===== config.mk =====
export PLATFORM = sky130hd
export DESIGN_NAME = ccpf_ctrl
export DESIGN_NICKNAME = d
export VERILOG_FILES = /design/src/rtl/ccpf_pkg.sv /design/src/rtl/ccpf_ctrl.sv
export SDC_FILE = /design/constraint.sdc
export NUM_CORES = 1
export LEC_CHECK = 0
export BUFFER_PORTS_ARGS = -buffer_cell sky130_fd_sc_hd__buf_2
export CORE_MARGIN = 5
export CORE_UTILIZATION = 44
export DETAILED_ROUTE_END_ITERATION = 8
export GPL_TIMING_DRIVEN = 0
export HOLD_SLACK_MARGIN = 0.06
export PLACE_DENSITY = 0.85
export SETUP_SLACK_MARGIN = 0.02
export SYNTH_ARGS = -nofsm -noshare
export SYNTH_HDL_FRONTEND = slang
export SYNTH_SLANG_ARGS = --single-unit

===== constraint.sdc =====
create_clock -name clock -period 1.5 [get_ports clock]
set_clock_uncertainty 0.15 [all_clocks]
set_input_delay 0.15 -clock clock [delete_from_list [all_inputs] [get_ports clock]]
set_output_delay 0.15 -clock clock [all_outputs]
set_load 0.03 [all_outputs]

===== src/rtl/ccpf_pkg.sv =====
// Shared constants, codes, command type and address helpers for the code cache engine.
package ccpf_pkg;

   localparam int SETS        = 64;
   localparam int WAYS        = 4;
   localparam int BLOCK_BYTES = 64;
   localparam int ADDR_BITS   = 32;

   // Geometry constants are powers of two, so set and tag are plain bit fields.
   localparam int OFF_W  = $clog2(BLOCK_BYTES);
   localparam int SET_W  = (SETS > 1) ? $clog2(SETS) : 1;
   localparam int WAY_W  = $clog2(WAYS);
   localparam int TAG_W  = ADDR_BITS - OFF_W - SET_W;
   localparam int CNT_W  = $clog2(SETS + 1);
   localparam int ROW_W  = WAYS * TAG_W;
   localparam int SLOT_W = 8;
   localparam int SPROD_W = SET_W + WAY_W + 1;

   typedef enum logic [1:0] {
      KIND_LOOKUP = 2'd0,
      KIND_FILL   = 2'd1,
      KIND_UNPIN  = 2'd2,
      KIND_FLUSH  = 2'd3
   } kind_type;

   typedef enum logic [2:0] {
      ST_HIT     = 3'd0,
      ST_MISS    = 3'd1,
      ST_PLACED  = 3'd2,
      ST_DROPPED = 3'd3,
      ST_DONE    = 3'd4
   } status_type;

   // Commands from the controller to the datapath.
   typedef struct packed {
      logic             capture;    // latch the request beat
      logic             rd_en;      // read one set's rows
      logic             rd_sweep;   // row address comes from the sweep counter
      logic [SET_W-1:0] sweep_set;
      logic             exec;       // lookup or fill on the rows just read
      logic             sweep_upd;  // flush or unpin the rows just read
      logic             clear;      // zero the entry state of the sweep set
      logic             rsp_done;   // load a done result
   } ccpf_cmd_type;

   function automatic logic [SET_W-1:0] set_of(input logic [31:0] addr);
      set_of = addr[OFF_W +: SET_W];
   endfunction

   function automatic logic [TAG_W-1:0] tag_of(input logic [31:0] addr);
      tag_of = addr[ADDR_BITS-1 : OFF_W + SET_W];
   endfunction

   function automatic logic [SLOT_W-1:0] slot_of(input logic [SET_W-1:0] set_idx,
                                                  input logic [WAY_W-1:0] way_idx);
      logic [SPROD_W-1:0] prod;
      prod = SPROD_W'(set_idx) * SPROD_W'(WAYS) + SPROD_W'(way_idx);
      slot_of = SLOT_W'(prod);
   endfunction

endpackage


===== src/rtl/ccpf_ctrl.sv =====
// Controller state machine: request sequencing, set sweeps and result handshake.
module ccpf_ctrl
   import ccpf_pkg::*;
(
   input  logic         clock,
   input  logic         reset,
   input  logic         req_valid,
   input  logic [1:0]   req_kind,
   output logic         req_stall,
   output logic         rsp_valid,
   input  logic         rsp_stall,
   output ccpf_cmd_type cmd
);

   typedef enum logic [2:0] {
      S_CLEAR,
      S_IDLE,
      S_READ,
      S_EXEC,
      S_SWEEP,
      S_RESP
   } state_type;

   state_type        state_ff;
   logic [CNT_W-1:0] cnt_ff;
   logic             rsp_valid_ff;
   logic             sweep_rd;
   logic             sweep_last;

   assign sweep_rd   = (cnt_ff < CNT_W'(SETS));
   assign sweep_last = (cnt_ff == CNT_W'(SETS));

   always_ff @(posedge clock) begin
      if (reset) begin
         state_ff     <= S_CLEAR;
         cnt_ff       <= '0;
         rsp_valid_ff <= 1'b0;
      end else begin
         case (state_ff)
            S_CLEAR: begin
               cnt_ff <= cnt_ff + 1'b1;
               if (cnt_ff == CNT_W'(SETS - 1)) begin
                  state_ff <= S_IDLE;
               end
            end
            S_IDLE: begin
               if (req_valid) begin
                  cnt_ff <= '0;
                  if (kind_type'(req_kind) inside {KIND_UNPIN, KIND_FLUSH}) begin
                     state_ff <= S_SWEEP;
                  end else begin
                     state_ff <= S_READ;
                  end
               end
            end
            S_READ: begin
               state_ff <= S_EXEC;
            end
            S_EXEC: begin
               state_ff     <= S_RESP;
               rsp_valid_ff <= 1'b1;
            end
            S_SWEEP: begin
               cnt_ff <= cnt_ff + 1'b1;
               if (sweep_last) begin
                  state_ff     <= S_RESP;
                  rsp_valid_ff <= 1'b1;
               end
            end
            S_RESP: begin
               if (!rsp_stall) begin
                  rsp_valid_ff <= 1'b0;
                  state_ff     <= S_IDLE;
               end
            end
            default: begin
               state_ff     <= S_IDLE;
               rsp_valid_ff <= 1'b0;
            end
         endcase
      end
   end

   always_comb begin
      cmd           = '0;
      cmd.capture   = (state_ff == S_IDLE) && req_valid;
      cmd.rd_en     = (state_ff == S_READ) || ((state_ff == S_SWEEP) && sweep_rd);
      cmd.rd_sweep  = (state_ff == S_SWEEP);
      cmd.sweep_set = cnt_ff[SET_W-1:0];
      cmd.exec      = (state_ff == S_EXEC);
      cmd.sweep_upd = (state_ff == S_SWEEP) && (cnt_ff != '0);
      cmd.clear     = (state_ff == S_CLEAR);
      cmd.rsp_done  = (state_ff == S_SWEEP) && sweep_last;
   end

   assign req_stall = (state_ff != S_IDLE);
   assign rsp_valid = rsp_valid_ff;

   a_no_early_rsp: assert property (@(posedge clock) disable iff (reset)
      (req_valid && !req_stall) |=> !rsp_valid)
      else $error("result appeared in the cycle after a request beat");

   a_one_rsp: assert property (@(posedge clock) disable iff (reset)
      (rsp_valid && !rsp_stall) |=> !rsp_valid)
      else $error("more than one result beat for a request");

   a_no_accept_pending: assert property (@(posedge clock) disable iff (reset)
      !req_stall |-> !rsp_valid)
      else $error("request open while a result is pending");

endmodule


==> metrics.md, run 1 <==
| Metric | Value |
|---|---|
| First-pass GRT wire length | 3860 µm |
| CP max-delay cell | dfxtp_2 |
| Synth Register Bits | 11 |
| Post-route clock period utilization | 118% |
| Endpoints failing setup | 15 |
| Fin crit period | 1770 ps |
| Synth Net Count | 96 |
| Antenna Cells | 0 |
| Fillers | 67 |
| Distinct cell type count after synthesis | 34 |
| Final WS setup | -273 ps |
| Max frequency | 564 MHz |
| Slew Viols, Final | 0 |
| Antenna violations before repair | 0 |
| Drt drc | 0 |
| Std-Cell Rows | 14 |
| Worst-path fanout max | 6 |
| Clock tree sinks | 11 |
| GPL Wtd Cong | 0.760 |
| Avg Synthesized Cell Area | 7.75 µm² |
| Worst-path cell chain | buf_6, inv_8, nor3_1, a21oi_1, nor2_1, buf_4 |
| DP Worst Slack | -163 ps |
| Lkg Pwr | 0.559 nW |
| Avg WL per Cell | 22.0 µm |
| Max incr delay on CP | 340 ps |
| Vias in the first global route | 825 |
| Die Wd | 49.4 µm |
| MaxCap Viol Count | 0 |
| Post-DRT Antenna Nets | 0 |
| Synthesized area | 682 µm² |
| Crit path launch type | flip-flop |
| Initial Utilization | 45.8% |
| Synthesis Warnings | 0 |
| Crit path arrival time | 1470 ps |
| PortBufs | 19 |
| Total die area | 2440 µm² |
| Area growth syn-to-layout | 88.6% |
| Outcome | finished with violations |
| Critical Path Sink Type | primary output |
| CTS tree | yes |
| Synthesized instance count | 88 |
| Worst Path Class, Setup | reg -> out |
| Setup_tns | -1810 ps |
| Global route overflow | 0 |
| GRT Overall Usage | 20.1% |
| RSZ-0062 raised after global routing | true |
| Clk slew on worst S/H paths | 90 ps |
| Area contributors post-synth | dfxtp_1 (32%), buf_4 (6.6%), a21oi_1 (4.4%), nor3_1 (4.4%), nor2_1 (4.4%) |
| CTS HTree Levels | 1 |
| Die height | 49.4 µm |
| Vias per std cell | 6.12 |
| Critical Path RT | 1200 ps |
| Reg-to-reg setup timing slack | -220 ps |
| Total number of vias | 942 |
| Maximum clock path buffer count | 2 |
| Cell area power density | 522 nW/µm² |
| Worst-Margin Slew | 543 ps |
| Rel. slew slack | 63.8% |
| Largest net degree at the start of global routing | 11 |
| Post-synth top area cell | dfxtp_1 |
| Peak VDD IR | 0.000513 V |
| Clock Latency Late Sink | 270 ps |
| Placed wire-length estimate | 1240 µm |
| Post-Route WL | 3380 µm |
| Core area | 1490 µm² |
| Fin nets | 147 |
| Root Driver | clkbuf_4 |
| Fraction of layout instances using a drive strength above 1 | 63.8% |
| Failing checks | negative setup slack |
| Initial DRC Count | 59 |
| Post-synth top area share | 32.3% |
| DR pass1 iterations | 4 |
| Register area share after synthesis | 32.3% |
| Cts bufs inserted | 3 |
| I/O pins | 21 |
| Final hold vios | 0 |
| Tightest Hold Check Type | in -> reg |
-- layout by cell type (no fill, tap or decap), types with 3 or more instances in the layout --
master / netlist / routed
dfxtp_1: 11 / 5
buf_4: 6 / 25
a21oi_1: 6 / 6
buf_2: 2 / 12
nand2_1: 3 / 3
dfxtp_2: 0 / 4
nor2_1: 8 / 7
o21ai_0: 5 / 3
buf_6: 0 / 17
and3_4: 0 / 3
clkbuf_4: 0 / 3
nor3_1: 6 / 4
-- cells by family (layout without fill, tap and decap cells) --
family / count (synthesis) / after routing / share of synthesized area (%)
adders and majority gates: 2 / 2 / 3.67
buffers and inverters: 16 / 66 / 12.7
xor gates and xnor gates: 1 / 1 / 1.28
and+or+nand+nor: 38 / 38 / 30.6
AOI/OAI and AO/OA: 20 / 20 / 19.4
DFF: 11 / 11 / 32.3
-- synth_stat cells --
master,instances
a21o_1,1
nand2b_1,2
nor2_1,8
buf_4,6
nand4_1,1
or4_1,1
nand3b_1,1
o21a_1,2
a21boi_0,1
or3_1,1
and4bb_2,1
a2bb2oi_1,1
or2_1,1
ha_1,2
dfxtp_1,11
a211oi_1,1
a32oi_1,1
clkbuf_1,2
a311oi_2,1
a22oi_1,1
nor3_1,6
a21oi_1,6
o21ai_0,5
nand3_1,4
nor2_2,2
nor4_1,1
buf_2,2
nor3b_1,2
nand2_1,3
inv_1,5
xor2_1,1
and3_1,3
clkbuf_2,1
nor2b_1,1
-- sequential cells by signal (all words and copies together), names as in the netlist --
register / flops
cnt_ff: 7
rsp_valid: 1
state_ff: 3
-- timing repair --
| item | in CTS | in global routing |
|---|---|---|
| cloned | 1 | 0 |
| pin swaps | 8 | 17 |
| hold endpoints to repair | 1 | 0 |
| hold buffers | 1 | 0 |
| setup endpoints to repair | 15 | 18 |
| resized for setup | 31 | 25 |
| buffers inserted | 13 | 13 |
-- where the power goes --
group          leakage (nW)  internal, W  switching (W)
Combinational         0.452    0.0000671      0.0000761
Sequential           0.0924     0.000299      0.0000115
Clock                0.0150     0.000103       0.000115
-- critical path: cells and delay by family, from the launching register on --
family          cells  cell delay [ps]
simple gates        2              400
flops               1              340
compound gates      1               90
buf+inv             3              370
-- per-layer routing --
metal	vias up	wire length [µm]	track usage (%)
li1	408	-	-
met1	448	1190	25.3
met2	70	1650	33.9
met3	16	372	1.53
met4	0	162	9.42
met5	-	0	0
-- layout make-up --
| cell class | count | area, µm² | area share [%] |
|---|---|---|---|
| timing repair buffer | 47 | 382 | 29.7 |
| inverter | 5 | 28.8 | 2.24 |
| clock buffer | 4 | 26.3 | 2.04 |
| multi-input combinational | 61 | 510 | 39.7 |
| tap | 16 | 20.0 | 1.56 |
| buffer | 10 | 86.3 | 6.71 |
| sequential | 11 | 233 | 18.1 |
-- metrics by stage --
stage,instance area (µm²),cells,util (%),power [W],hold WS [ps]
floorplan,762,88,-,0.000380,67.9
global placement,877,123,58.9,0.000400,182
detailed placement,877,123,58.9,0.000405,182
CTS,1110,141,74.7,0.000644,97.1
global route,1290,154,86.4,0.000696,253
finish,1290,154,86.4,0.000672,244
-- worst paths after layout --
| path | startpoint | endpoint | cells after the start |
|---|---|---|---|
| worst max-delay path | state_ff[2] | cmd[11] | 6 |
| worst min-delay path | req_valid | cnt_ff[3] | 3 |
| worst min register to register | cnt_ff[5] | cnt_ff[5] | 2 |
| worst max register to register | cnt_ff[1] | state_ff[0] | 6 |
No activity file was read; power rests on OpenSTA's default activity.
==> run 2, diff against run 1 <==
==> constraint.sdc (replaced) <==
create_clock -name clock -period 1.5 [get_ports clock]
set_clock_uncertainty 0.15 [all_clocks]
set_input_delay 0.15 -clock clock [delete_from_list [all_inputs] [get_ports clock]]
set_output_delay 0.15 -clock clock [all_outputs]
set_load 0.05 [all_outputs]
==> metrics.md, run 2 (same netlist as run 1, synthesis figures left out) <==
| Metric | Value |
|---|---|
| GPL Wtd Cong | 0.780 (was 0.760) |
| Clock tree sinks | 11 (unchanged) |
| Max frequency | 553 MHz (was 564 MHz) |
| Crit path launch type | flip-flop (unchanged) |
| Antenna violations before repair | 0 (unchanged) |
| Largest register FFs | 7 (unchanged) |
| Fin crit period | 1810 ps (was 1770 ps) |
| Commonest non-fill, non-tap cell in the layout | buf_4 (unchanged) |
| CP Buf/Inv Count | 1 (was 3) |
| Peak VDD IR | 0.000676 V (was 0.000513 V) |
| Area growth syn-to-layout | 88.3% (was 88.6%) |
| Power Total | 0.000682 W (was 0.000672 W) |
| Maximum clock path buffer count | 2 (unchanged) |
| Critical Path RT | 1540 ps (was 1200 ps) |
| CTS tree | yes (unchanged) |
| Std-Cell Rows | 14 (unchanged) |
| Lkg Pwr | 0.550 nW (was 0.559 nW) |
| Fin cells | 148 (was 154) |
| Post-DRT Antenna Nets | 0 (unchanged) |
| I/O pins | 21 (unchanged) |
| Die height | 49.4 µm (unchanged) |
| Initial DRC Count | 35 (was 59) |
| Post-Route WL | 2790 µm (was 3380 µm) |
| RSZ-0062 raised after global routing | true (unchanged) |
| Total number of vias | 847 (was 942) |
| Cts bufs inserted | 3 (unchanged) |
| Setup_tns | -1320 ps (was -1810 ps) |
| Clock Latency Late Sink | 290 ps (was 270 ps) |
| Worst-Margin Slew | 569 ps (was 543 ps) |
| Core area | 1490 µm² (unchanged) |
| Critical Path Sink Type | flip-flop (was primary output) |
| MaxCap Viol Count | 0 (unchanged) |
| DP Worst Slack | -199 ps (was -163 ps) |
| Avg WL per Cell | 18.8 µm (was 22.0 µm) |
| GRT Overall Usage | 21.3% (was 20.1%) |
| Fraction of layout instances using a drive strength above 1 | 66.7% (was 63.8%) |
| Vias per std cell | 5.72 (was 6.12) |
| Clk slew on worst S/H paths | 80 ps (was 90 ps) |
| Worst Path Class, Setup | reg -> reg (was reg -> out) |
| Crit path arrival time | 1850 ps (was 1470 ps) |
| Rel. slew slack | 62.1% (was 63.8%) |
| Worst-path fanout max | 5 (was 6) |
| CP max-delay cell | dfxtp_4 (was dfxtp_2) |
| Footprint of the multi-input gates | 526 µm² (was 510 µm²) |
| Placed wire-length estimate | 1240 µm (about the same) |
| Most frequent cells in the layout | buf_4 (19), buf_6 (13), buf_2 (10), nor2_1 (7) (was buf_4 (25), buf_6 (17), buf_2 (12), nor2_1 (7), a21oi_1 (6)) |
| Post-placement cell count | 123 (unchanged) |
| PortBufs | 19 (unchanged) |
| Slew Viols, Final | 0 (unchanged) |
| Max incr delay on CP | 360 ps (was 340 ps) |
| Storage cell area | 235 µm² (was 233 µm²) |
| Initial Utilization | 45.8% (unchanged) |
| Worst-path cell chain | buf_4, ha_4, and3_4, nand3_2, or3_1, a311oi_2 (was buf_6, inv_8, nor3_1, a21oi_1, nor2_1, buf_4) |
| Outcome | finished with violations (unchanged) |
| Total die area | 2440 µm² (unchanged) |
| Global route overflow | 0 (unchanged) |
| CTS HTree Levels | 1 (unchanged) |
| Post-route clock period utilization | 121% (was 118%) |
| Root Driver | clkbuf_4 (unchanged) |
| First-pass GRT wire length | 3910 µm (was 3860 µm) |
| Biggest register | cnt_ff (unchanged) |
| Failing checks | negative setup slack (unchanged) |
| Vias in the first global route | 824 (was 825) |
| Tightest Hold Check Type | in -> reg (unchanged) |
| Largest net degree at the start of global routing | 11 (unchanged) |
| Fillers | 69 (was 67) |
| Final WS setup | -308 ps (was -273 ps) |
| Final hold vios | 0 (unchanged) |
| CP top delay family | simple AND/OR/NAND/NOR gates (unchanged) |
| Endpoints failing setup | 11 (was 15) |
| DR pass1 iterations | 4 (unchanged) |
| Fin nets | 141 (was 147) |
| Drt drc | 0 (unchanged) |
| Die Wd | 49.4 µm (unchanged) |
| Cell area power density | 531 nW/µm² (was 522 nW/µm²) |
| Antenna Cells | 0 (unchanged) |
run 2: report_power, final:
| group | switching, W | internal, W | total [W] |
|---|---|---|---|
| clock | 0.000118 | 0.000104 | 0.000222 |
| combinational | 0.0000851 | 0.0000662 | 0.000151 |
| sequential | 0.00000916 | 0.000299 | 0.000309 |
| total | 0.000213 | 0.000469 | 0.000682 |
run 2: final timing paths:
check	slack [ps]	cells after the start	startpoint	end
hold reg to reg	420	2	cnt_ff[4]	cnt_ff[4]
setup / recovery	-310	6	cnt_ff[1]	state_ff[0]
hold / removal	140	4	req_kind[1]	state_ff[1]
setup reg to reg	-310	6	cnt_ff[1]	state_ff[0]
run 2: through the flow:
step | instance area [µm²] | hold WS (ps) | utilization [%]
floorplan | 767 | 67.9 | -
global placement | 882 | 187 | 59.2
detailed placement | 882 | 192 | 59.2
CTS | 1180 | 108 | 79.1
global route | 1280 | 147 | 86.2
finish | 1280 | 145 | 86.2
run 2: layout make-up:
| type | instances | share of cell area, % |
|---|---|---|
| multi-input cells | 61 | 40.9 |
| clock buffers | 4 | 2.05 |
| plain buffers | 10 | 6.73 |
| repair buffers | 41 | 28.4 |
| well taps | 16 | 1.56 |
| inverters | 5 | 2.05 |
| flip-flops and latches | 11 | 18.3 |
run 2: repair_timing:
item                                   in CTS  in global routing
hold buffers                                1                  0
endpoints found under the hold margin       1                  0
buffers inserted                           17                  6
pin swaps                                  12                  6
setup endpoints to repair                  13                 20
gates resized for setup                    40                 24
run 2: per-layer routing:
| metal | global-route usage, % | wire length, µm |
|---|---|---|
| met5 | 0 | 0 |
| met4 | 11.7 | 122 |
| met3 | 5.20 | 194 |
| met2 | 35.8 | 1430 |
| met1 | 24.0 | 1040 |
run 2: worst reg2reg max path, cell delays in order (launching register included):
cell      delay (ps)
dfxtp_4          360
buf_4            140
ha_4             140
and3_4           200
nand3_2          110
or3_1            350
a311oi_2         260
==> run 3, diff against run 2 <==
--- a/config.mk
+++ b/config.mk
@@ -7,11 +7,11 @@
 export LEC_CHECK = 0
 export BUFFER_PORTS_ARGS = -buffer_cell sky130_fd_sc_hd__buf_2
 export CORE_MARGIN = 5
-export CORE_UTILIZATION = 44
+export CORE_UTILIZATION = 48
 export DETAILED_ROUTE_END_ITERATION = 8
 export GPL_TIMING_DRIVEN = 0
 export HOLD_SLACK_MARGIN = 0.06
-export PLACE_DENSITY = 0.85
+export PLACE_DENSITY = 0.88
 export SETUP_SLACK_MARGIN = 0.02
 export SYNTH_ARGS = -nofsm -noshare
 export SYNTH_HDL_FRONTEND = slang
==> constraint.sdc (replaced) <==
create_clock -name clock -period 2 [get_ports clock]
set_clock_uncertainty 0.15 [all_clocks]
set_input_delay 0.2 -clock clock [delete_from_list [all_inputs] [get_ports clock]]
set_output_delay 0.2 -clock clock [all_outputs]
set_load 0.05 [all_outputs]
==> metrics.md, run 3 (same netlist as run 1, synthesis figures left out) <==
| Metric | Value |
|---|---|
| Rel. slew slack | 66.4% (was 62.1%) |
| Vias in the first global route | 645 (was 824) |
| Peak VDD IR | 0.000356 V (was 0.000676 V) |
| Vias per std cell | 5.72 (about the same) |
| Drt drc | 0 (unchanged) |
| Fin area | 903 µm² (was 1280 µm²) |
| Critical Path RT | 1650 ps (was 1540 ps) |
| Clk slew on worst S/H paths | 70 ps (was 80 ps) |
| Antenna violations before repair | 0 (unchanged) |
| RSZ-0062 raised after global routing | true (unchanged) |
| Most frequent cells in the layout | buf_2 (19), buf_4 (10), dfxtp_1 (9), nor2_1 (8), a21oi_1 (6) (was buf_4 (19), buf_6 (13), buf_2 (10), nor2_1 (7)) |
| Avg WL per Cell | 13.3 µm (was 18.8 µm) |
| Reg-to-Reg Start | cnt_ff[0] (was cnt_ff[1]) |
| DR pass1 iterations | 4 (unchanged) |
| Cell area power density | 521 nW/µm² (was 531 nW/µm²) |
| GRT Overall Usage | 17.1% (was 21.3%) |
| Fin nets | 124 (was 141) |
| CTS tree | yes (unchanged) |
| Lkg Pwr | 0.410 nW (was 0.550 nW) |
| Antenna Cells | 0 (unchanged) |
| Clock Latency Late Sink | 270 ps (was 290 ps) |
| Total number of vias | 743 (was 847) |
| Endpoints failing setup | 0 (was 11) |
| Die Wd | 47.7 µm (was 49.4 µm) |
| Global route overflow | 0 (unchanged) |
| Die height | 47.7 µm (was 49.4 µm) |
| Total die area | 2270 µm² (was 2440 µm²) |
| Area growth syn-to-layout | 32.5% (was 88.3%) |
| Post-Route WL | 1730 µm (was 2790 µm) |
| Post-DRT Antenna Nets | 0 (unchanged) |
| Hold WS | 129 ps (was 145 ps) |
| Biggest register | cnt_ff (unchanged) |
| Reg-to-reg setup timing slack | 160 ps (was -310 ps) |
| Setup_tns | 0 ps (was -1320 ps) |
| Post-placement cell count | 122 (was 123) |
| Initial Utilization | 51.8% (was 45.8%) |
| Largest register FFs | 7 (unchanged) |
| Commonest non-fill, non-tap cell in the layout | buf_2 (was buf_4) |
| Worst-Margin Slew | 505 ps (was 569 ps) |
| Fraction of layout instances using a drive strength above 1 | 39.1% (was 66.7%) |
| Fin cells | 130 (was 148) |
| Maximum clock path buffer count | 2 (unchanged) |
| Clock tree sinks | 11 (unchanged) |
| Worst Path Class, Setup | reg -> out (was reg -> reg) |
| Placed cell area | 811 µm² (was 882 µm²) |
| Min-Delay Startpoint | req_kind[1] (unchanged) |
| Post-route clock period utilization | 99.2% |
| GPL Wtd Cong | 0.766 (was 0.780) |
| PortBufs | 19 (unchanged) |
| Std-Cell Rows | 13 (was 14) |
| Origin of the worst setup path | cnt_ff[0] (was cnt_ff[1]) |
| First-pass GRT wire length | 2750 µm (was 3910 µm) |
| Slew Viols, Final | 0 (unchanged) |
| Max frequency | 504 MHz |
| Final hold vios | 0 (unchanged) |
| Fin crit period | 1980 ps |
| Placed wire-length estimate | 1190 µm (was 1240 µm) |
| Largest net degree at the start of global routing | 11 (unchanged) |
| MaxCap Viol Count | 0 (unchanged) |
| Cts bufs inserted | 3 (unchanged) |
| Critical Path Sink Type | primary output (was flip-flop) |
| Initial DRC Count | 15 (was 35) |
| Crit path launch type | flip-flop (unchanged) |
| Outcome | finished, final reports clean (was finished with violations) |
| Root Driver | clkbuf_4 (unchanged) |
| Core area | 1320 µm² (was 1490 µm²) |
| Crit path arrival time | 1630 ps (was 1850 ps) |
| Worst-path fanout max | 6 (was 5) |
| CTS HTree Levels | 1 (unchanged) |
| Tightest Hold Check Type | in -> reg (unchanged) |
| I/O pins | 21 (unchanged) |
[run 3: area by class of cell]
type / instances / area, µm²
fillers: 104 / 414
multi-input cells: 61 / 410
flip-flops and latches: 11 / 225
repair buffers: 23 / 136
plain buffers: 11 / 67.6
clock buffers: 4 / 26.3
inverters: 5 / 18.8
well taps: 15 / 18.8
[run 3: repair_timing]
item | 4_1_cts | 5_1_grt
endpoints found under the hold margin | 1 | 0
gates resized for setup | 3 | 8
hold buffers | 1 | 0
endpoints found under the setup margin | 2 | 3
pin swaps | 0 | 2
buffers inserted | 0 | 3
[run 3: power breakdown]
| part | leakage (nW) | switching [W] | total [W] | internal [W] |
|---|---|---|---|---|
| Clock | 0.0150 | 0.0000777 | 0.000155 | 0.0000773 |
| Combinational | 0.305 | 0.0000465 | 0.0000816 | 0.0000351 |
| Sequential | 0.0900 | 0.00000926 | 0.000234 | 0.000225 |
| Total | 0.410 | 0.000133 | 0.000470 | 0.000337 |
[run 3: critical path, cell delays in order, from the launching register on]
cell and delay [ps]:
dfxtp_4 360, inv_2 50, ha_1 130, nand2b_1 80
nor4_4 340, and3_1 240, buf_6 160
[run 3: metal layers]
layer  track usage [%]  share of wire [%]  up-vias
li1                  -                  -      363
met1              21.1                 43      341
met2              28.0                 47       34
met3              3.38                7.5        5
met4              8.60                2.0        0
met5                 0                  0        -
[run 3: worst paths after layout]
path,depth (start not counted),endpoint
worst max-delay path,6,cmd[0]
worst min-delay path,4,state_ff[1]
worst min register to register,2,cnt_ff[0]
worst max register to register,6,state_ff[0]
[run 3: stage by stage]
stage	util, %	total power, W	worst slack (ps)
CTS	65.6	0.000458	45.3
floorplan	-	0.000284	-13.5
finish	68.6	0.000470	15.9
global route	68.6	0.000494	-93.7
detailed placement	61.5	0.000301	-25.4
global placement	61.5	0.000299	16.8
